===== src/hw/rtl/assert_macros.svh =====
// Assertion macros used by the top-level RTL file of the grouping DP block.
`ifndef ASSERT_MACROS_SVH
`define ASSERT_MACROS_SVH

// Clocked assertion, disabled while reset is high.
`define ASSERT_CLK(label, clk, rst, prop, msg) \
  label: assert property (@(posedge clk) disable iff (rst) prop) else $error(msg);

// Clocked assertion that also holds across reset.
`define ASSERT_CLK_NR(label, clk, prop, msg) \
  label: assert property (@(posedge clk) prop) else $error(msg);

`endif


===== src/hw/rtl/bgs_pkg.sv =====
// Package: widths, constants, control structs and helpers of the grouping DP block.
`default_nettype none

package bgs_pkg;

  localparam int MAX_ITEMS = 16;
  localparam int IDX_W     = $clog2(MAX_ITEMS);
  localparam int SET_W     = MAX_ITEMS;
  localparam int ADDR_W    = 2 * IDX_W;
  localparam int N_W       = 5;
  localparam int WEIGHT_W  = 32;
  localparam int SCORE_W   = 40;

  // APB register map
  localparam int PADDR_W   = 3;
  localparam int PDATA_W   = 32;
  localparam logic REG_ITEM_COUNT = 1'b0;
  localparam logic [N_W-1:0] ITEM_COUNT_RESET = N_W'(16);

  // Starting best value for every non-empty set
  localparam logic [SCORE_W-1:0] START_VALUE = SCORE_W'(0) - SCORE_W'(2000000000);

  // Control from the top level to the engine
  typedef struct packed {
    logic                start;
    logic                ack;
    logic [SET_W-1:0]    full;
    logic                we;
    logic [ADDR_W-1:0]   waddr;
    logic [WEIGHT_W-1:0] wdata;
  } bgs_ctl_t;

  // Status from the engine to the top level
  typedef struct packed {
    logic               busy;
    logic               done;
    logic [SCORE_W-1:0] total;
  } bgs_status_t;

  // Index of the lowest set bit (zero for an empty vector)
  function automatic logic [IDX_W-1:0] lowest_bit(input logic [SET_W-1:0] v);
    logic [IDX_W-1:0] idx;
    idx = '0;
    for (int i = SET_W - 1; i >= 0; i--) begin
      if (v[i]) idx = IDX_W'(i);
    end
    return idx;
  endfunction

endpackage

`default_nettype wire


===== src/hw/rtl/bgs_cfg_regs.sv =====
// APB register file holding the item count.
`default_nettype none

module bgs_cfg_regs (
  input  logic                         clk,
  input  logic                         rst,
  input  logic                         psel,
  input  logic                         penable,
  input  logic                         pwrite,
  input  logic [bgs_pkg::PADDR_W-1:0]  paddr,
  input  logic [bgs_pkg::PDATA_W-1:0]  pwdata,
  output logic [bgs_pkg::PDATA_W-1:0]  prdata,
  output logic                         pready,
  output logic [bgs_pkg::N_W-1:0]      item_count
);
  import bgs_pkg::*;

  logic wr_en;

  assign pready = 1'b1;
  assign wr_en  = psel && penable && pwrite && (paddr[2] == REG_ITEM_COUNT);

  // Register write
  always_ff @(posedge clk) begin
    if (rst) begin
      item_count <= ITEM_COUNT_RESET;
    end else if (wr_en) begin
      item_count <= pwdata[N_W-1:0];
    end
  end

  // Read mux
  always_comb begin
    if (paddr[2] == REG_ITEM_COUNT) begin
      prdata = PDATA_W'(item_count);
    end else begin
      prdata = '0;
    end
  end

endmodule

`default_nettype wire


===== config.mk =====
export PLATFORM = sky130hd
export DESIGN_NAME = bgs_cfg_regs
export DESIGN_NICKNAME = d
export VERILOG_FILES = /design/src/hw/rtl/assert_macros.svh /design/src/hw/rtl/bgs_pkg.sv /design/src/hw/rtl/bgs_cfg_regs.sv
export SDC_FILE = /design/constraint.sdc
export NUM_CORES = 1
export LEC_CHECK = 0
export BUFFER_PORTS_ARGS = -buffer_cell sky130_fd_sc_hd__buf_2
export CAP_MARGIN = 20
export CORE_MARGIN = 10
export CORE_UTILIZATION = 26
export CTS_BUF_LIST = sky130_fd_sc_hd__clkbuf_8
export CTS_CLUSTER_SIZE = 12
export DETAILED_ROUTE_END_ITERATION = 10
export GPL_TIMING_DRIVEN = 1
export PLACE_DENSITY = 0.77
export SLEW_MARGIN = 5
export SYNTH_ARGS = -nofsm -noshare
export SYNTH_HDL_FRONTEND = slang
export SYNTH_SLANG_ARGS = --single-unit

===== constraint.sdc =====
create_clock -name clk -period 0.9 [get_ports clk]
set_clock_uncertainty 0.2 [all_clocks]
set_input_delay 0.135 -clock clk [delete_from_list [all_inputs] [get_ports clk]]
set_output_delay 0.135 -clock clk [all_outputs]
set_load 0.1 [all_outputs]

; Yosys cells after proc, flatten, opt, wreduce, memory -nomap -nowiden
; Cells that the tools add are included.
[totals]
ff_bits = 5
in_bits = 40
out_inout_bits = 38
word_cells = 6
[op_classes]
n_mux = 1
bitwise = 1
n_reduce_logical = 3
[op_table]
columns = cell, count
row1 = $mux 5, 1
row2 = $logic_and 1x1->1, 3
row3 = $not 1->1, 1

; Logic depth before layout (Yosys ltp)
; Gate-level depths: netlist of the first run.
[depth]
depth_word = 3
ltp_mapped = 3

; Worst setup path before layout of the first run
; Ideal clock, no wire load.
[synth_timing]
path_kind = flip-flop to output port
from = register item_count[0] (netlist name)
to = output port prdata[0] (netlist name)
arrival_ps = 1549
required_ps = 565
slack_ps = -984
stages_incl_launch_ff = 2
cell_sequence = dfxtp_1 > and2b_2
[synth_via]
elab_chain_cells = 1
[synth_rtl]
columns = item, line
row1 = "start, declared", bgs_cfg_regs.sv:14  ; output logic [bgs_pkg::N_W-1:0] item_count
row2 = "start signal, assigned", bgs_cfg_regs.sv:28  ; item_count <= pwdata[N_W-1:0];
row3 = $mux 5, bgs_cfg_regs.sv:34  ; if (paddr[2] == REG_ITEM_COUNT) begin
row4 = "end, declared", bgs_cfg_regs.sv:12  ; output logic [bgs_pkg::PDATA_W-1:0] prdata,
; No other way between the ends.

; Worst setup path in the final report of the first run
[layout_timing]
from = register item_count[4] (netlist name)
to = output port prdata[4] (netlist name)
; The elaborated chain is that of the path after synthesis.

==> results.toml, run 1 <==
[clock_tree]
clockBufferDepth = 2
cts_tree = "done"
numClockSinks = 5
root_buffer = "clkbuf_8"
worstSkewPairLatency_ps = 220
clk_pin_slew_ps = 40
numCtsBuffers = 3
htreeDepth = 1

[worst_setup_path]
arrival_ps = 890
slowest_stage = "dfxtp_4"
crit_type = "flip-flop to output pin"
crit_path_start_kind = "flip-flop"
critPathMaxFanout = 3
worstPathCellList = "and2b_4 > buf_12"
critPathRequiredTime_ps = 560
cp-end-kind = "output pin"
cpPeakStageDelay_ps = 340

[die]
rows = 15
core_sq_um = 1760
die_y_microns = 63.6
start_util = 0.280
ios = 78
die_area_sq_um = 4040
die-width_microns = 63.6

[final_layout]
fin_cells = 110
largest_reg_flops = 5
nets = 126
reg_top3 = "item_count: 5 flops"
fin_area_sq_um = 796
synthToLayoutAreaGrowth_pct = 61.0
final_common_cell = "conb_1"
layout_common_cells = "conb_1, buf_12, buf_2"
antenna_cells = 0
drive_above_1_share = 0.482
largest_register = "item_count"

[detailed_routing]
wl_per_cell_microns = 12.0
dr.pass1.iters = 4
routed_wirelength_mm = 1.32
viasPerCell = 3.31
drt_iter0_markers = 4
drc = 0
via_count = 364
antenna_left = 0

[power_and_ir_drop]
p_leak_nw = 0.390
ir_drop_mv = 0.596
power_mw = 1.33
power_density_nw_per_um2 = 1680

[sta]
whs_ps = -33.2
rsz0062_at_grt = "yes"
setup_tns_ps = -2980
hold_viol_final = 4
timing.fmax_mhz = 818
finalSetupViolCount = 10
layout_min_cycle_time_ps = 1220
min_period_over_period = 1.36
slew_viol_final = 0
fin_ws_ps = -322

[synth]
netlist_area_sq_um = 494
synthTopCellsByArea = "buf_4, dfxtp_1, mux2i_1"
ys_seq_area_frac = 0.203
syn_avg_cell_area_sq_um = 8.52
syn_inst = 58
ys_ff_latch = 5
yosysWarnings = 0
yosysTopAreaCellShare = 0.425
synth_cell_types = 10
synth_top_area_cell = "buf_4"

[grt]
grt_pass1_wl_mm = 1.97
antenna_found_initial = 0
grt_max_degree = 11
grt_pass1_vias = 403
track_usage = 0.0623
grt_overflow = 0

[place]
dpl_cell_area_sq_um = 718
place.gp.congestion = 0.678
port_buffers = 20
hpwlAfterDp_mm = 1.18
pre_cts_ws_ps = -250
dp.cells = 105

[run_status]
status = "finished, violations left"
failed_checks = "negative hold slack, negative setup slack"

[hold_path]
hold_path.class = "primary input to flip-flop"

[run]
drv_cap = 0
-- cells in the mapped netlist, drive strengths merged --
library cell and number:
mux2i 5, nor2 2, and4b 1, dfxtp 5, buf 30, conb 2
nand2b 8, and2b 5
-- area by class of cell --
| cell class | instances | area, sq um |
|---|---|---|
| fillers | 180 | 968 |
| clock inverters | 1 | 3.75 |
| multi-input cells | 49 | 280 |
| well taps | 25 | 31.3 |
| clock buffers | 3 | 41.3 |
| repair buffers | 27 | 320 |
| flip-flops and latches | 5 | 119 |
-- stage by stage --
step	hold WS, ps	util
3_3_place_gp	186	0.407
4_1_cts	-37.7	0.443
6_report	-33.2	0.451
5_1_grt	-20.4	0.451
2_1_floorplan	79.9	-
3_5_place_dp	198	0.407
-- path summary, 6_finish.rpt --
kind                       from             to  slack [ps]  depth (start not counted)
setup / recovery  item_count[4]      prdata[4]        -320                          2
hold / removal        pwdata[2]  item_count[2]         -30                          3
setup reg to reg  item_count[3]  item_count[3]          10                          3
hold reg to reg   item_count[0]  item_count[0]         300                          2
-- routing by layer --
metal,up-vias,GRT usage,wire [microns]
li1,177,-,-
met5,-,0,0
met3,0,0.0495,187
met2,28,0.0980,675
met1,159,0.0538,452
met4,0,0.0410,0
-- kinds of logic after synthesis --
family,after synthesis,synth area share
multiplexers,5,0.101
flip-flops,5,0.203
AND/OR/NAND/NOR,16,0.225
buffers and inverters,30,0.456
other,2,0.0152
-- power breakdown --
group | internal, mW | total (mW) | switching [mW]
Combinational | 0.0904 | 0.707 | 0.617
Sequential | 0.216 | 0.220 | 0.00343
Clock | 0.293 | 0.407 | 0.114
-- critical path: cells and delay by family, from the launching register on --
family,cells,cell delay (ps)
buffers and inverters,1,170
AND/OR/NAND/NOR,1,160
flip-flops,1,340
-- timing repair --
action                                  CTS  global route
endpoints found under the setup margin   14            15
gates resized for setup                   3             3
hold endpoints to repair                  5             2
setup buffers                             1             0
No activity file was read; power rests on OpenSTA's default activity.
==> run 2, diff against run 1 <==
CORE_ASPECT_RATIO = 1.1   (was unset)
SKIP_CTS_REPAIR_TIMING = 1   (was unset)
==> run 2 against run 1 <==
  * Core utilization decreased by 1.8 points
  * Combinational power decreased by 0.6%
  * The run still ends with negative hold slack, negative setup slack left
  * Clock power fell by 2%
  * Global-route usage fell by 0.91 points
  * Final cell count shrank 7.3%
  * Clock-buffer cell count is the same
  * First-iteration DRC count decreased by 75%
  * Critical endpoint is now prdata[3]
==> results.toml, run 2 (synthesized netlist as in run 1, its figures left out) <==
[worst_setup_path]
rr_startpoint = "item_count[4]"
crit_path_start_kind = "flip-flop"
reg2reg_slack_ps = 90
r2r-end = "item_count[4]"
critPathRequiredTime_ps = 560
cp-end-kind = "output pin"
slowest_stage = "dfxtp_4"
worstPathCellList = "and2b_4 > buf_12"
rr_worst_depth = 2
arrival_ps = 890
critPathMaxFanout = 3
crit_type = "flip-flop to output pin"
cpPeakStageDelay_ps = 340

[final_layout]
synthToLayoutAreaGrowth_pct = 57.7
fill_cells = 184
fin_area_sq_um = 779
antenna_cells = 0
post-route-util = 0.433
seq_area_sq_um = 119
reg_top3 = "item_count: 5 flops"
nets = 125
largest_reg_flops = 5
final_common_cell = "conb_1"
drive_above_1_share = 0.464
largest_register = "item_count"
fin_cells = 102
layout_common_cells = "conb_1, buf_12, buf_2"
multi_input_area_sq_um = 273

[grt]
grt_pass1_wl_mm = 1.59
grt_max_degree = 11
grt_overflow = 0
grt_pass1_vias = 367
track_usage = 0.0533
antenna_found_initial = 0

[power_and_ir_drop]
internal-power_uw = 597
p_sw_uw = 725
p_leak_nw = 0.381
pwr-share-clk = 0.302
power_mw = 1.32
ir_drop_mv = 0.816
p_seq_frac = 0.167
swShare = 0.548
combPwrFrac = 0.532
power_density_nw_per_um2 = 1700

[sta]
hold_viol_final = 5
layout_min_cycle_time_ps = 1220
setup_tns_ps = -2920
min_period_over_period = 1.36
timing.fmax_mhz = 817
finalSetupViolCount = 10
whs_ps = -32.7
slew_viol_final = 0
fin_ws_ps = -324
rsz0062_at_grt = "yes"

[detailed_routing]
dr.pass1.iters = 2
routed_wirelength_mm = 1.20
drc = 0
wl_per_cell_microns = 11.8
drt_iter0_markers = 1
viasPerCell = 3.51
via_count = 358
antenna_left = 0

[die]
rows = 16
die-width_microns = 61.6
die_y_microns = 65.7
die_area_sq_um = 4050
ios = 78
core_sq_um = 1800
start_util = 0.274

[clock_tree]
numClockSinks = 5
clockBufferDepth = 2
clk_pin_slew_ps = 30
numCtsBuffers = 3
worstSkewPairLatency_ps = 220
root_buffer = "clkbuf_8"
cts_tree = "done"
htreeDepth = 1

[place]
dpl_cell_area_sq_um = 709
hpwlAfterDp_mm = 1.11
dp.cells = 98
port_buffers = 20
place.gp.congestion = 0.602

[hold_path]
hold_path.class = "primary input to flip-flop"
min_path_cells = 3
hp-start = "pwdata[1]"
hold_end = "item_count[1]"

[run_status]
status = "finished, violations left"
failed_checks = "negative hold slack, negative setup slack"

[run]
drv_cap = 0
run 2: changes by cell type in the layout (fill, tap and decap cells not counted), sizes merged:
cell | before | now
buf | 27 | 26
run 2: layout make-up:
type | count | share of cell area
repair buffers | 26 | 0.411
multi-input cells | 49 | 0.350
flip-flops and latches | 5 | 0.152
clock buffers | 3 | 0.0530
well taps | 18 | 0.0289
clock inverters | 1 | 0.00482
run 2: power by group through the flow:
stage          sequential [mW]  combinational (mW)  clock, mW
2_1_floorplan            0.259               0.673          0
3_3_place_gp             0.223               0.689          0
3_5_place_dp             0.223               0.692          0
4_1_cts                  0.220               0.692      0.415
5_1_grt                  0.221               0.719      0.431
6_report                 0.221               0.703      0.399
run 2: worst max path at each step:
stage	to	slack, ps	from
5_1_grt	prdata[3]	-350	item_count[3]
4_1_cts	prdata[0]	-330	item_count[0]
3_3_place_gp	item_count[1]	-210	paddr[2]
3_5_place_dp	item_count[2]	-280	paddr[2]
6_report	prdata[3]	-320	item_count[3]
2_1_floorplan	prdata[0]	-370	item_count[0]
run 2: per-stage QoR:
stage          setup WS [ps]  hold slack [ps]
3_3_place_gp            -208              186
4_1_cts                 -327            -32.3
2_1_floorplan           -369             79.9
3_5_place_dp            -281              199
5_1_grt                 -345            -13.9
6_report                -324            -32.7
run 2: critical path: cells and delay by family, from the launching register on:
kind | cells | cell delay [ps]
DFF | 1 | 340
and+or+nand+nor | 1 | 160
buffers and inverters | 1 | 170
run 2: metal layers:
metal / GRT usage / part of all wire / vias up / routed length [microns]
met5: 0 / 0 / - / 0
met4: 0.0335 / 0.0075 / 0 / 9
met3: 0.0365 / 0.21 / 2 / 247
met2: 0.0822 / 0.45 / 33 / 541
met1: 0.0501 / 0.34 / 149 / 406
li1: - / - / 174 / -
==> run 3, diff against run 2 <==
PLACE_DENSITY = 0.87   (was 0.77)
==> run 3 against run 2 <==
  * The flow still finishes with violations (negative hold slack, negative setup slack)
  * Total power up 0.91%
  * Worst hold slack better by 6.9 ps
  * Die area unchanged
  * Setup slack worse by 9.2 ps
  * Maximum frequency down 0.74%
  * Design area up 3.4%
  * Register-to-register slack worse by 90 ps
  * Critical path type unchanged
  * Global-route usage up 1.0 points
  * Critical path depth unchanged
  * Sequential share of layout area down 0.50 points
  * Clock-buffer cell count unchanged
==> results.toml, run 3 (synthesized netlist as in run 1, its figures left out) <==
[final_layout]
nets = 126
final_common_cell = "conb_1"
layout_common_cells = "conb_1, buf_12, buf_2"
post-route-util = 0.447
fin_cells = 103
antenna_cells = 0
reg_top3 = "item_count: 5 flops"
largest_register = "item_count"
largest_reg_flops = 5
drive_above_1_share = 0.506
synthToLayoutAreaGrowth_pct = 63.0

[worst_setup_path]
critPathMaxFanout = 3
crit_path_start_kind = "flip-flop"
rr_startpoint = "item_count[3]"
critPathRequiredTime_ps = 560
path_delay_family = "flip-flops"
worstPathCellList = "and2b_4 > buf_12"
critPathBufInv = 1
cpPeakStageDelay_ps = 350
slowest_stage = "dfxtp_4"
startpoint = "item_count[3]"
cp-end-kind = "output pin"
arrival_ps = 900
reg2reg_slack_ps = 0
crit_type = "flip-flop to output pin"

[detailed_routing]
m1WireLength_microns = 406
via_count = 377
drc = 0
dr.pass1.iters = 2
viasPerCell = 3.66
drt_iter0_markers = 2
wl_met3_microns = 206
met2WireLength_microns = 819
wl_per_cell_microns = 14.3
routed_wirelength_mm = 1.47
top_layer_used = "met4"
antenna_left = 0

[place]
dp.cells = 98
pre_cts_ws_ps = -270
place.gp.congestion = 0.645
hpwlAfterDp_mm = 1.24
port_buffers = 20

[clock_tree]
clockBufferDepth = 2
numCtsBuffers = 3
root_buffer = "clkbuf_8"
worstSkewPairLatency_ps = 220
htreeDepth = 1
numClockSinks = 5
clk_pin_slew_ps = 40
cts_tree = "done"

[hold_path]
hold_path.class = "primary input to flip-flop"
hp-start = "pwdata[4]"

[run]
drv_cap = 0

[sta]
finalSetupViolCount = 11
hold_viol_final = 2
rsz0062_at_grt = "yes"
fin_ws_ps = -333
timing.fmax_mhz = 811
slew_viol_final = 0
min_period_over_period = 1.37
layout_min_cycle_time_ps = 1230
whs_ps = -25.8

[power_and_ir_drop]
power_density_nw_per_um2 = 1660
p_leak_nw = 0.395
power_mw = 1.33
ir_drop_mv = 0.503

[die]
die-width_microns = 61.6
start_util = 0.274
core_sq_um = 1800
ios = 78
die_area_sq_um = 4050
rows = 16
die_y_microns = 65.7

[grt]
grt_overflow = 0
grt_pass1_vias = 432
track_usage = 0.0634
antenna_found_initial = 0
grt_max_degree = 11
grt_pass1_wl_mm = 1.86

[run_status]
failed_checks = "negative hold slack, negative setup slack"
status = "finished, violations left"
run 3: area by class of cell:
class	count	area, sq um
Clock inverter	1	3.75
Tap cell	18	22.5
Timing Repair Buffer	27	328
Sequential cell	5	119
Fill cell	171	996
Clock buffer	3	41.3
Multi-Input combinational cell	49	292
run 3: through the flow:
step                hold WS (ps)  instance area, sq um  TNS [ps]
floorplan                   79.9                   617     -2230
global placement             191                   709     -1700
detailed placement           200                   709     -2060
CTS                        -21.2                   754     -3270
global route               -19.6                   806     -3380
finish                     -25.8                   806     -3040
run 3: final timing paths:
kind	to	cells after the start
max reg2reg	item_count[3]	3
min reg2reg	item_count[0]	2
min	item_count[4]	3
max	prdata[3]	2
run 3: worst reg2reg max path: cells and delay by family, from the launching register on:
kind / cells / cell delay [ps]
simple gates: 1 / 50
mux: 1 / 120
flops: 1 / 350
buf+inv: 1 / 100
run 3: routing by layer:
metal | track usage | vias up
li1 | - | 176
met1 | 0.0380 | 165
met2 | 0.119 | 32
met3 | 0.0462 | 4
met4 | 0.0447 | 0
met5 | 0 | -
run 3: power by group:
group	leakage, nW	internal, mW	switching, mW	total, mW
combinational	0.324	0.0925	0.620	0.713
sequential	0.0436	0.217	0.00455	0.221
clock	0.0269	0.292	0.108	0.400
